==> config.mk <==
export PLATFORM = sky130hd
export DESIGN_NAME = s3e_divsqrt
export DESIGN_NICKNAME = d
export VERILOG_FILES = /design/src/rtl/s3e_pkg.sv /design/src/rtl/s3e_divsqrt.sv
export SDC_FILE = /design/constraint.sdc
export NUM_CORES = 1
export LEC_CHECK = 0
export BUFFER_PORTS_ARGS = -buffer_cell sky130_fd_sc_hd__buf_4
export CAP_MARGIN = 10
export CORE_MARGIN = 2
export CORE_UTILIZATION = 30
export CTS_BUF_LIST = sky130_fd_sc_hd__clkbuf_4 sky130_fd_sc_hd__clkbuf_8
export DETAILED_ROUTE_END_ITERATION = 6
export MAX_ROUTING_LAYER = met4
export PLACE_DENSITY_LB_ADDON = 0.2
export SYNTH_ARGS = -nofsm -noshare
export SYNTH_HDL_FRONTEND = slang
export SYNTH_SLANG_ARGS = --single-unit
export TNS_END_PERCENT = 50
==> constraint.sdc <==
create_clock -name clk -period 5.3 [get_ports clk]
set_input_delay 1.325 -clock clk [delete_from_list [all_inputs] [get_ports clk]]
set_output_delay 1.325 -clock clk [all_outputs]
set_load 0.02 [all_outputs]
==> src/rtl/s3e_pkg.sv <==
// Shared types, constants and helpers for the 3x3 smallest-eigenvector solver.
`default_nettype none
package s3e_pkg;

	localparam int MAX_SWEEPS_DEF = 16;
	localparam int DIM            = 3;
	localparam int NUM_ENT        = 2 * DIM * DIM;
	localparam int ENT_W          = $clog2(NUM_ENT);
	localparam int V_BASE         = DIM * DIM;

	localparam logic [ENT_W-1:0] IDX_XX = ENT_W'(0);
	localparam logic [ENT_W-1:0] IDX_XY = ENT_W'(1);
	localparam logic [ENT_W-1:0] IDX_XZ = ENT_W'(2);
	localparam logic [ENT_W-1:0] IDX_YY = ENT_W'(4);
	localparam logic [ENT_W-1:0] IDX_YZ = ENT_W'(5);
	localparam logic [ENT_W-1:0] IDX_ZZ = ENT_W'(8);

	localparam logic signed [49:0] A_LIM   = 50'sd70368744177663;
	localparam logic signed [47:0] ONE_Q30 = 48'sd1073741824;
	localparam logic [63:0]        ONE_Q60 = 64'h1000_0000_0000_0000;
	localparam logic [55:0]        RND_Q30 = 56'h0000_0000_2000_0000;

	typedef struct packed {
		logic signed [39:0] m_xx;
		logic signed [39:0] m_xy;
		logic signed [39:0] m_xz;
		logic signed [39:0] m_yy;
		logic signed [39:0] m_yz;
		logic signed [39:0] m_zz;
	} mat_t;

	typedef struct packed {
		logic signed [31:0] vec_x;
		logic signed [31:0] vec_y;
		logic signed [31:0] vec_z;
	} vec_t;

	typedef struct packed {
		logic start;
		logic sqrt;
	} ds_ctl_t;

	typedef struct packed {
		logic        done;
		logic [31:0] res;
	} ds_rsp_t;

	typedef enum logic [4:0] {
		ST_IDLE, ST_SWEEP, ST_PAIR, ST_RDP, ST_DIFF, ST_NORM, ST_SQ_A, ST_SQ_B,
		ST_HYP_GO, ST_HYP_W, ST_TT_GO, ST_TT_W, ST_TT_SQ, ST_R_GO, ST_R_W,
		ST_C_GO, ST_C_W, ST_MS, ST_MH, ST_ML, ST_MC, ST_MR, ST_ACC, ST_JX,
		ST_JY, ST_PICK, ST_OUT_RD, ST_DONE
	} state_t;

	typedef enum logic [1:0] {
		PH_S, PH_COL, PH_ROW, PH_VEC
	} phase_t;

	function automatic logic [ENT_W-1:0] ent_idx(logic is_v, logic [1:0] r, logic [1:0] c);
		logic [ENT_W-1:0] base;
		base = is_v ? ENT_W'(V_BASE) : '0;
		return base + ENT_W'({r, 1'b0}) + ENT_W'(r) + ENT_W'(c);
	endfunction

	function automatic logic signed [47:0] sat_a(logic signed [49:0] x);
		if (x > A_LIM)
			return 48'(A_LIM);
		if (x < -A_LIM)
			return 48'(-A_LIM);
		return x[47:0];
	endfunction

	function automatic logic signed [31:0] sat_v(logic signed [47:0] x);
		if (x > ONE_Q30)
			return 32'(ONE_Q30);
		if (x < -ONE_Q30)
			return 32'(-ONE_Q30);
		return x[31:0];
	endfunction

endpackage
`default_nettype wire

==> src/rtl/s3e_divsqrt.sv <==
// Iterative restoring divider and integer square root sharing one subtractor.
`default_nettype none
module s3e_divsqrt
	import s3e_pkg::*;
(
	input  logic        clk,
	input  logic        arst_n,
	input  ds_ctl_t     ctl,
	input  logic [63:0] opn,
	input  logic [32:0] opd,
	output ds_rsp_t     rsp
);

	logic        busy_q;
	logic        done_q;
	logic        sqrt_q;
	logic [5:0]  cnt_q;
	logic [63:0] n_q;
	logic [34:0] rem_q;
	logic [31:0] acc_q;
	logic [32:0] d_q;
	logic [34:0] cand;
	logic [34:0] sub;
	logic [34:0] diff;
	logic        ge;

	always_comb begin
		cand = sqrt_q ? {rem_q[32:0], n_q[63:62]} : {rem_q[33:0], n_q[63]};
		sub  = sqrt_q ? {1'b0, acc_q, 2'b01} : {2'b00, d_q};
		ge   = cand >= sub;
		diff = cand - sub;
	end

	always_ff @(posedge clk or negedge arst_n) begin
		if (!arst_n) begin
			busy_q <= 1'b0;
			done_q <= 1'b0;
			cnt_q  <= '0;
		end else begin
			done_q <= 1'b0;
			if (ctl.start) begin
				busy_q <= 1'b1;
				cnt_q  <= ctl.sqrt ? 6'd32 : 6'd31;
			end else if (busy_q) begin
				cnt_q <= cnt_q - 6'd1;
				if (cnt_q == 6'd1) begin
					busy_q <= 1'b0;
					done_q <= 1'b1;
				end
			end
		end
	end

	always_ff @(posedge clk) begin
		if (ctl.start) begin
			sqrt_q <= ctl.sqrt;
			d_q    <= opd;
			acc_q  <= '0;
			if (ctl.sqrt) begin
				rem_q <= '0;
				n_q   <= opn;
			end else begin
				rem_q <= {2'b00, opn[63:31]};
				n_q   <= {opn[30:0], 33'b0};
			end
		end else if (busy_q) begin
			rem_q <= ge ? diff : cand;
			acc_q <= {acc_q[30:0], ge};
			n_q   <= sqrt_q ? {n_q[61:0], 2'b00} : {n_q[62:0], 1'b0};
		end
	end

	assign rsp.done = done_q;
	assign rsp.res  = acc_q;

`ifndef NO_ASSERTIONS
	a_no_restart: assert property (@(posedge clk) disable iff (!arst_n)
		ctl.start |-> !busy_q) else $error("divsqrt started while busy");
	a_done_pulse: assert property (@(posedge clk) disable iff (!arst_n)
		done_q |=> !done_q) else $error("divsqrt done held");
	a_done_after: assert property (@(posedge clk) disable iff (!arst_n)
		(busy_q && cnt_q == 6'd1 && !ctl.start) |=> (done_q && !busy_q))
		else $error("divsqrt did not finish");
`endif

endmodule
`default_nettype wire
==> results of run 1 <==
[critical path, delay by kind of cell (launching register included)]
family,cells,cell delay [ns]
AOI/OAI and AO/OA,6,1.76
adders and majority gates,1,0.42
buffers and inverters,2,0.63
DFF,1,0.61
muxes,2,0.63
and+or+nand+nor,1,0.15
[worst paths after layout]
path / from / to / depth (start not counted)
max reg2reg: sqrt_q / rem_q[11] / 12
max: sqrt_q / rem_q[11] / 12
max in group asynchronous: arst_n / busy_q / 1
min in group asynchronous: arst_n / cnt_q[4] / 1
min reg2reg: acc_q[26] / acc_q[26] / 2
min: acc_q[26] / acc_q[26] / 2
[logic make-up after synthesis]
logic type | count (synthesis) | share of synthesized area
multiplexers | 186 | 0.181
XOR/XNOR | 35 | 0.0291
AND/OR/NAND/NOR | 257 | 0.115
flip-flops | 172 | 0.457
AO/OA/AOI/OAI | 233 | 0.141
adder cells (fa/ha/maj) | 37 | 0.0447
buffers and inverters | 83 | 0.0318
[cell usage in the layout (no fill, tap or decap), types with 3 or more instances in the layout]
master,instances
xnor2_1,18
o21a_1,6
a21o_1,16
a21oi_1,66
mux2_2,33
ha_1,36
a211oi_1,35
nand2b_1,14
nor3b_1,6
mux2i_1,153
o21bai_1,7
o21ai_0,66
nand4_1,8
a221o_1,6
nor4_1,4
xor2_1,17
dfxtp_1,32
nand2_1,83
nor3_1,7
inv_8,3
nor2_1,73
dfrtp_1,7
inv_6,3
nand3_1,12
clkinv_4,4
inv_1,9
o21ai_1,6
buf_4,142
and3_1,5
nor2b_1,36
clkbuf_8,17
edfxtp_1,132
[stage by stage]
stage	cell area, um2	hold WS, ns	power [uW]	utilization
2_1_floorplan	10500	0.518	4050	-
3_3_place_gp	11900	0.537	4840	0.345
3_5_place_dp	11900	0.542	4820	0.345
4_1_cts	12300	0.561	5820	0.356
5_1_grt	12300	0.582	6190	0.356
6_report	12300	0.557	5760	0.356
[power by group]
group          total (uW)  switching, uW  leakage, uW  internal [uW]
Clock                 982            585     0.000196            397
Combinational        2910           1660      0.00328           1240
Sequential           1870            123      0.00177           1750
[routing by layer]
layer / up-vias / part of all wire / track usage
li1: 3890 / - / -
met1: 3812 / 0.46 / 0.211
met2: 138 / 0.50 / 0.272
met3: 17 / 0.029 / 0.0242
met4: 0 / 0.011 / 0.0358
met5: - / 0 / -
[sequential cells by signal (all words and copies together), names as in the netlist]
register  count
acc_q        32
busy_q        1
cnt_q         6
d_q          33
done_q        1
n_q          64
rem_q        34
sqrt_q        1
[area by class of cell]
class	instances	area share
clock buffers	18	0.0196
flip-flops and latches	172	0.391
clock inverters	14	0.0127
inverters	10	0.00315
multi-input cells	748	0.438
repair buffers	144	0.0892
well taps	455	0.0463
==> flow_summary.json, run 1 <==
{
  "row_count": 68,
  "vias_per_cell": 5.03,
  "post_cts_buffers": 0,
  "clk_pin_slew_ns": 0.10,
  "seq_area_mm2": 0.00481,
  "insertion_delay_ns": 0.48,
  "setup.worst_path.end_class": "flip-flop",
  "finalSetupTns_ns": 0,
  "path_cells": "buf_12, mux2_2, ha_1, a21oi_1, o21bai_1, a221oi_1, nand3_1, a211oi_1, o21ai_4, buf_4, mux2i_1, o21ai_0",
  "gp_congestion": 0.878,
  "finalSetupViolations": 0,
  "synth_area_mm2": 0.0105,
  "cpMaxStageDelayCell": "edfxtp_1",
  "ys_seq_area_frac": 0.457,
  "maxSlewViolCount": 0,
  "coreArea_mm2": 0.0345,
  "synth_top_area_frac": 0.377,
  "synth_area_per_cell_um2": 10.5,
  "hpwl_mm": 20.8,
  "ys_ff_latch": 172,
  "min_period_ns": 4.53,
  "fillers": 3613,
  "power_leakage_uw": 0.00525,
  "drc": 0,
  "cts_tree": "yes",
  "syn2layout_area_growth_pct": 17.0,
  "start_kind": "flip-flop",
  "grt_util_all_layers": 0.164,
  "power_density_mw_per_mm2": 468,
  "grt_max_degree": 95,
  "via_count": 7857,
  "first_global_vias": 7801,
  "hp-class": "reg -> reg",
  "synthDistinctLibCells": 58,
  "synth_most_common_cell": "mux2i_1",
  "synth-edff-count": 132,
  "arrival_ns": 4.74,
  "peakVddDrop_mv": 0.243,
  "ctsHoldBuffers": 0,
  "yosys.area.top_type": "edfxtp_1",
  "syn_nets": 1141,
  "io_buffers": 133,
  "final_cells": 1561,
  "multi_input_area_mm2": 0.00539,
  "drive_gt1_frac": 0.198,
  "antenna_found_initial": 0,
  "drt-pass1-iter-count": 5,
  "async_flop_share": 0.0465,
  "fin_crit_sh": 0.855,
  "crit_type": "reg -> reg",
  "netlist_top_cells_count": "153 x mux2i_1, 132 x edfxtp_1, 83 x nand2_1",
  "cp.required_ns": 5.51,
  "grt_pass1_wl_mm": 44.9,
  "worst_pin_slew_ns": 1.14,
  "place_inst": 1529,
  "ant_nets": 0,
  "hold_viol": 0,
  "dp_slack_ns": 0.817,
  "die_h_um": 191,
  "clockBufferDepth": 2,
  "fin_skew_ns": 0.0187,
  "cts.htree.levels": 4,
  "grt_setup_unrepaired": "no",
  "drt_iter0_drc": 589,
  "outcome": "finished clean",
  "grt-ovfl-total": 0,
  "fin_ws_ns": 0.766,
  "design.die.area_mm2": 0.0366,
  "clock.fmax_mhz": 221,
  "ios": 134,
  "regToRegSetupSlack_ns": 0.77,
  "floorplan.initialDensity": 0.304,
  "synth_warnings": 0,
  "relSlewSlack": 0.241,
  "cts_sinks": 172,
  "crit_fanout": 40,
  "n_antenna_cell": 0,
  "synthCells": 1003,
  "cts_root_buffer": "clkbuf_8",
  "layout.nets": 1231,
  "wirelength_mm": 28.8,
  "post_drt_wl_per_cell_um": 18.5,
  "synth_flop_cell": "edfxtp_1",
  "synth_area_leaders": "edfxtp_1 38%, mux2i_1 15%, dfxtp_1 6.1%",
  "die_w_um": 191,
  "max_stage_delay_ns": 0.61,
  "drv_cap": 0,
  "cts_buffers": 17,
  "post_cts_resized": 0
}
Note: power is estimated with default switching activity, not from simulation.
==> run 2: changes to the inputs <==
Settings changed: CORE_MARGIN 2 to 4, MAX_ROUTING_LAYER met4 to not set.
==> run 2 against run 1 <==
Compared with the run above:
- critical path depth stayed put
- highest routed layer unchanged
- non-clock buffer count is 1 higher
- core utilization is 0.14 points lower
- largest power group unchanged
- via count is 0.85% lower
==> flow_summary.json, run 2 (synthesis results as in run 1) <==
{
  "floorplan.initialDensity": 0.304,
  "row_count": 68,
  "intPower_uw": 3310,
  "design.die.area_mm2": 0.0381,
  "post_drt_wl_per_cell_um": 18.7,
  "layout.nets": 1232,
  "drv_cap": 0,
  "reg_top3": "n_q x64, rem_q x34, d_q x33",
  "regMostFlops": "n_q",
  "setup.worst_path.end_class": "flip-flop",
  "finalSetupViolations": 0,
  "cts_tree": "yes",
  "clockBufferDepth": 2,
  "final_cells": 1562,
  "cts_sinks": 172,
  "multi_input_area_mm2": 0.00539,
  "regToRegSetupSlack_ns": 0.74,
  "largest_reg_flops": 64,
  "grt_pass1_wl_mm": 45.7,
  "n_antenna_cell": 0,
  "mostFrequentLayoutCells": "153 x mux2i_1, 142 x buf_4, 132 x edfxtp_1, 83 x nand2_1, 73 x nor2_1",
  "maxSlewViolCount": 0,
  "grt_util_all_layers": 0.151,
  "final_common_cell": "mux2i_1",
  "vias_per_cell": 4.99,
  "power_density_mw_per_mm2": 458,
  "cp.required_ns": 5.52,
  "p_comb_frac": 0.515,
  "grt-ovfl-total": 0,
  "worst_pin_slew_ns": 1.14,
  "post_cts_resized": 0,
  "hold_viol": 0,
  "drive_gt1_frac": 0.194,
  "post_cts_buffers": 0,
  "antenna_found_initial": 0,
  "fin_crit_sh": 0.860,
  "start_kind": "flip-flop",
  "hp-class": "reg -> reg",
  "finalSetupTns_ns": 0,
  "fillers": 3611,
  "power_leakage_uw": 0.00522,
  "drt-pass1-iter-count": 5,
  "drt_iter0_drc": 567,
  "peakVddDrop_mv": 0.199,
  "clk_pin_slew_ns": 0.09,
  "cts.htree.levels": 4,
  "seqPwrFrac": 0.333,
  "drc": 0,
  "switchingPower_uw": 2300,
  "crit_fanout": 34,
  "hpwl_mm": 21.4,
  "arrival_ns": 4.78,
  "place_inst": 1530,
  "coreArea_mm2": 0.0345,
  "die_w_um": 195,
  "switching_share": 0.410,
  "io_buffers": 133,
  "hold_depth": 2,
  "gp_congestion": 0.865,
  "ctsHoldBuffers": 0,
  "outcome": "finished clean",
  "clock.fmax_mhz": 219,
  "wirelength_mm": 29.1,
  "final_util": 0.355,
  "crit_type": "reg -> reg",
  "insertion_delay_ns": 0.47,
  "seq_area_mm2": 0.00481,
  "fin_ws_ns": 0.742,
  "first_global_vias": 7912,
  "grt_setup_unrepaired": "no",
  "die_h_um": 195,
  "via_count": 7790,
  "rr_worst_depth": 12,
  "fin_skew_ns": 0.0177,
  "cts_buffers": 17,
  "ios": 134,
  "min_period_ns": 4.56,
  "pwr-share-clk": 0.152,
  "dp_slack_ns": 0.731,
  "grt_max_degree": 86,
  "relSlewSlack": 0.239,
  "ant_nets": 0,
  "cts_root_buffer": "clkbuf_8",
  "syn2layout_area_growth_pct": 16.5
}
[run 2: cell count changes in the layout (fill, tap and decap cells not counted), sizes merged]
cell | previous run | this run
bufinv | 1 | 0
clkbuf | 18 | 17
inv | 15 | 13
clkinv | 6 | 9
clkinvlp | 2 | 3
buf | 144 | 145
[run 2: cell type report]
| cell class | instances | area share |
|---|---|---|
| Clock buffer | 17 | 0.0191 |
| Clock inverter | 15 | 0.00776 |
| Inverter | 10 | 0.00317 |
| Multi-Input combinational cell | 748 | 0.440 |
| Sequential cell | 172 | 0.392 |
| Tap cell | 455 | 0.0465 |
| Timing Repair Buffer | 145 | 0.0912 |
[run 2: critical path: stages (launching register included)]
cell and delay, ns:
edfxtp_1 0.64, buf_4 0.45, mux2_2 0.40, ha_1 0.41, a21oi_1 0.30, o21bai_1 0.09
a221oi_1 0.46, nand3_1 0.12, a211oi_1 0.46, o21ai_4 0.25, buf_4 0.32, o21ai_0 0.26
mux2i_1 0.10
[run 2: power by group through the flow]
stage / sequential (uW) / clock [uW] / combinational [uW]
floorplan: 1850 / 0 / 2200
global placement: 1900 / 0 / 2890
detailed placement: 1900 / 0 / 2880
CTS: 1870 / 895 / 2900
global route: 1900 / 946 / 3220
finish: 1870 / 855 / 2890
[run 2: worst paths after layout]
check	start	to
setup / recovery	sqrt_q	rem_q[15]
hold / removal	acc_q[23]	acc_q[23]
setup reg to reg	sqrt_q	rem_q[15]
hold reg to reg	acc_q[23]	acc_q[23]
max in group asynchronous	arst_n	cnt_q[1]
min in group asynchronous	arst_n	cnt_q[0]
[run 2: through the flow]
step	hold WS (ns)	total power, uW	area [um2]
floorplan	0.518	4050	10500
global placement	0.533	4790	11900
detailed placement	0.536	4780	11900
CTS	0.554	5660	12300
global route	0.576	6060	12300
finish	0.550	5610	12300
[run 2: layer usage]
layer | global-route usage | share of wire | wire [um]
met1 | 0.201 | 0.46 | 13300
met2 | 0.262 | 0.50 | 14500
met3 | 0.0254 | 0.037 | 1090
met4 | 0.0261 | 0.0080 | 234
met5 | 0 | 0 | 0
==> run 3: changes to the inputs <==
Settings changed: ABC_AREA set to 1, PLACE_DENSITY set to 0.56, PLACE_DENSITY_LB_ADDON 0.2 to not set.
==> run 3 against run 2 <==
Compared with the run above:
- non-clock buffer count down 5
- area after synthesis up 8.9%
- setup slack better by 0.64 ns
- clock skew up 0.0061 ns
- register-to-register slack better by 0.64 ns
- largest cell class unchanged
- highest routed layer unchanged
- critical endpoint is now rem_q[26]
- global-route usage up 2.2 points
- die area up 8.6%
- via count up 34%
- combinational power down 6%
- worst hold slack worse by 0.042 ns
- sequential share of layout area down 3.1 points
- routed wire length up 23%
- largest power group unchanged
==> flow_summary.json, run 3 <==
{
  "outcome": "finished clean",
  "syn_nets": 1693,
  "synth_most_common_cell": "nand2_1",
  "die_w_um": 203,
  "ys_seq_area_frac": 0.419,
  "drv_cap": 0,
  "cts_root_buffer": "clkbuf_8",
  "row_count": 71,
  "crit_path_start": "sqrt_q",
  "crit_path_frequent_cell": "nand2_1",
  "netlist_top_cells_count": "423 x nand2_1, 232 x inv_1, 152 x nor2_1",
  "cts.htree.levels": 4,
  "largest_reg_flops": 64,
  "n_antenna_cell": 0,
  "grt_setup_unrepaired": "no",
  "grt_util_all_layers": 0.173,
  "hold_viol": 0,
  "async_flop_share": 0.0465,
  "min_period_ns": 3.92,
  "crit_end": "rem_q[26]",
  "insertion_delay_ns": 0.53,
  "synth-edff-count": 132,
  "antenna_found_initial": 0,
  "synth_flop_cell": "edfxtp_1",
  "start_kind": "flip-flop",
  "design.die.area_mm2": 0.0414,
  "peakVddDrop_mv": 0.192,
  "relSlewSlack": 0.288,
  "final_area_mm2": 0.0133,
  "ys_ff_latch": 172,
  "ant_nets": 0,
  "drc": 0,
  "mostFrequentLayoutCells": "423 x nand2_1, 232 x inv_1, 151 x nor2_1, 148 x nand3_1, 137 x buf_4",
  "regMostFlops": "n_q",
  "grt_pass1_wl_mm": 56.3,
  "cp.buffers_inverters": 2,
  "drt-pass1-iter-count": 7,
  "synthDistinctLibCells": 44,
  "power_density_mw_per_mm2": 419,
  "path_cells": "inv_2, or2_2, o21ai_0, inv_1, ha_1, nand2_1, nor2_1, nand2_1, nand2_1, nand2_1, nand3_2, nand2_4, nand2_8, nand3_1, nand2_1, nand2_1",
  "clockBufferDepth": 2,
  "post_cts_resized": 0,
  "synth_top_area_frac": 0.346,
  "cts_buffers": 17,
  "via_count": 10432,
  "vias_per_cell": 4.82,
  "cts_sinks": 172,
  "critPathTopFamily": "simple AND/OR/NAND/NOR gates",
  "synth_area_leaders": "edfxtp_1 35%, nand2_1 14%, inv_1 7.6%",
  "synth_warnings": 0,
  "drive_gt1_frac": 0.143,
  "synth_area_mm2": 0.0115,
  "yosys.area.top_type": "edfxtp_1",
  "finalSetupViolations": 0,
  "grt_max_degree": 165,
  "wirelength_mm": 35.9,
  "crit_cells": 16,
  "worst_pin_slew_ns": 1.06,
  "layout.nets": 1779,
  "rr_worst_depth": 16,
  "cpMaxStageDelayCell": "inv_2",
  "regToRegSetupSlack_ns": 1.38,
  "cp.required_ns": 5.59,
  "hp-class": "reg -> reg",
  "first_global_vias": 10211,
  "clock.fmax_mhz": 255,
  "die_h_um": 203,
  "synth_area_per_cell_um2": 7.37,
  "maxSlewViolCount": 0,
  "regToRegStartpoint": "sqrt_q",
  "syn2layout_area_growth_pct": 16.1,
  "setup.worst_path.end_class": "flip-flop",
  "post_cts_buffers": 0,
  "power_leakage_uw": 0.00626,
  "reg_top3": "n_q x64, rem_q x34, d_q x33",
  "crit_fanout": 59,
  "final_common_cell": "nand2_1",
  "synthCells": 1555,
  "hpwl_mm": 26.8,
  "gp_congestion": 0.912,
  "drt_iter0_drc": 828,
  "coreArea_mm2": 0.0377,
  "fin_crit_sh": 0.739,
  "post_drt_wl_per_cell_um": 16.6,
  "grt-ovfl-total": 0,
  "ctsHoldBuffers": 0,
  "post_dp_cell_area_mm2": 0.0129,
  "clk_pin_slew_ns": 0.12,
  "crit_type": "reg -> reg",
  "floorplan.initialDensity": 0.304,
  "ios": 134,
  "max_stage_delay_ns": 0.68,
  "finalSetupTns_ns": 0,
  "io_buffers": 133,
  "cts_tree": "yes",
  "regToRegEndpoint": "rem_q[26]",
  "arrival_ns": 4.20,
  "fin_skew_ns": 0.0238
}
-- run 3: cell types whose count changed in the layout (fill, tap and decap cells not counted), sizes merged, moves of 22 or more --
cell and delta:
o31ai +22, nor2 +87, nand2 +347, o311ai +24
a211oi -35, nand3 +137, inv +231, nor2b -37
or2 +40, a21oi -44, mux2 -33, o22ai +29
mux2i -153
-- run 3: worst min-delay path by stage --
stage	depth (start not counted)	from	to	slack, ns
5_1_grt	2	acc_q[31]	acc_q[31]	0.55
6_report	2	acc_q[31]	acc_q[31]	0.51
3_3_place_gp	2	acc_q[31]	acc_q[31]	0.47
4_1_cts	2	acc_q[31]	acc_q[31]	0.52
3_5_place_dp	2	acc_q[31]	acc_q[31]	0.49
2_1_floorplan	1	cnt_q[0]	cnt_q[0]	0.49
-- run 3: stage by stage --
step                      utilization  cells  hold slack [ns]  worst slack (ns)  power (uW)
final                           0.353   2165            0.508              1.38        5570
after global routing            0.353   2165            0.551              1.02        6060
after CTS                       0.353   2165            0.517              1.37        5600
after detailed placement        0.342   2133            0.491              1.40        4560
after global placement          0.342   2133            0.471              1.46        4570
after floorplan                     -   1555            0.487             0.267        3820
-- run 3: logic make-up after synthesis --
group,count (synthesis),synth area share
flip-flops,172,0.419
adder cells (fa/ha/maj),37,0.0411
XOR/XNOR,16,0.0122
AO/OA/AOI/OAI,210,0.117
buffers and inverters,316,0.108
AND/OR/NAND/NOR,804,0.303
-- run 3: metal layers --
| layer | GRT usage | routed length, um | part of all wire | vias to the layer above |
|---|---|---|---|---|
| met5 | 0 | 0 | 0 | - |
| met4 | 0.0472 | 594 | 0.017 | 0 |
| met3 | 0.0331 | 2240 | 0.063 | 25 |
| met2 | 0.258 | 15600 | 0.44 | 289 |
| met1 | 0.256 | 17400 | 0.49 | 4833 |
| li1 | - | - | - | 5285 |
-- run 3: tightest hold or removal path, delay by kind of cell, from the launching register on --
family             cells  cell delay, ns
AOI/OAI and AO/OA      1            0.06
DFF                    1            0.36
and+or+nand+nor        1            0.06
-- run 3: final cells by class --
type                            count  area (um2)
Inverter                          243         915
Multi-Input combinational cell   1067        5430
Timing Repair Buffer              140        1090
Sequential cell                   172        4800
Fill cell                        4053       24400
Tap cell                          511         639
Clock inverter                     15         193
Clock buffer                       17         234
-- run 3: report_power, final --
part	internal (uW)	switching [uW]	total (uW)
combinational	921	1790	2710
sequential	1740	109	1850
clock	405	600	1010
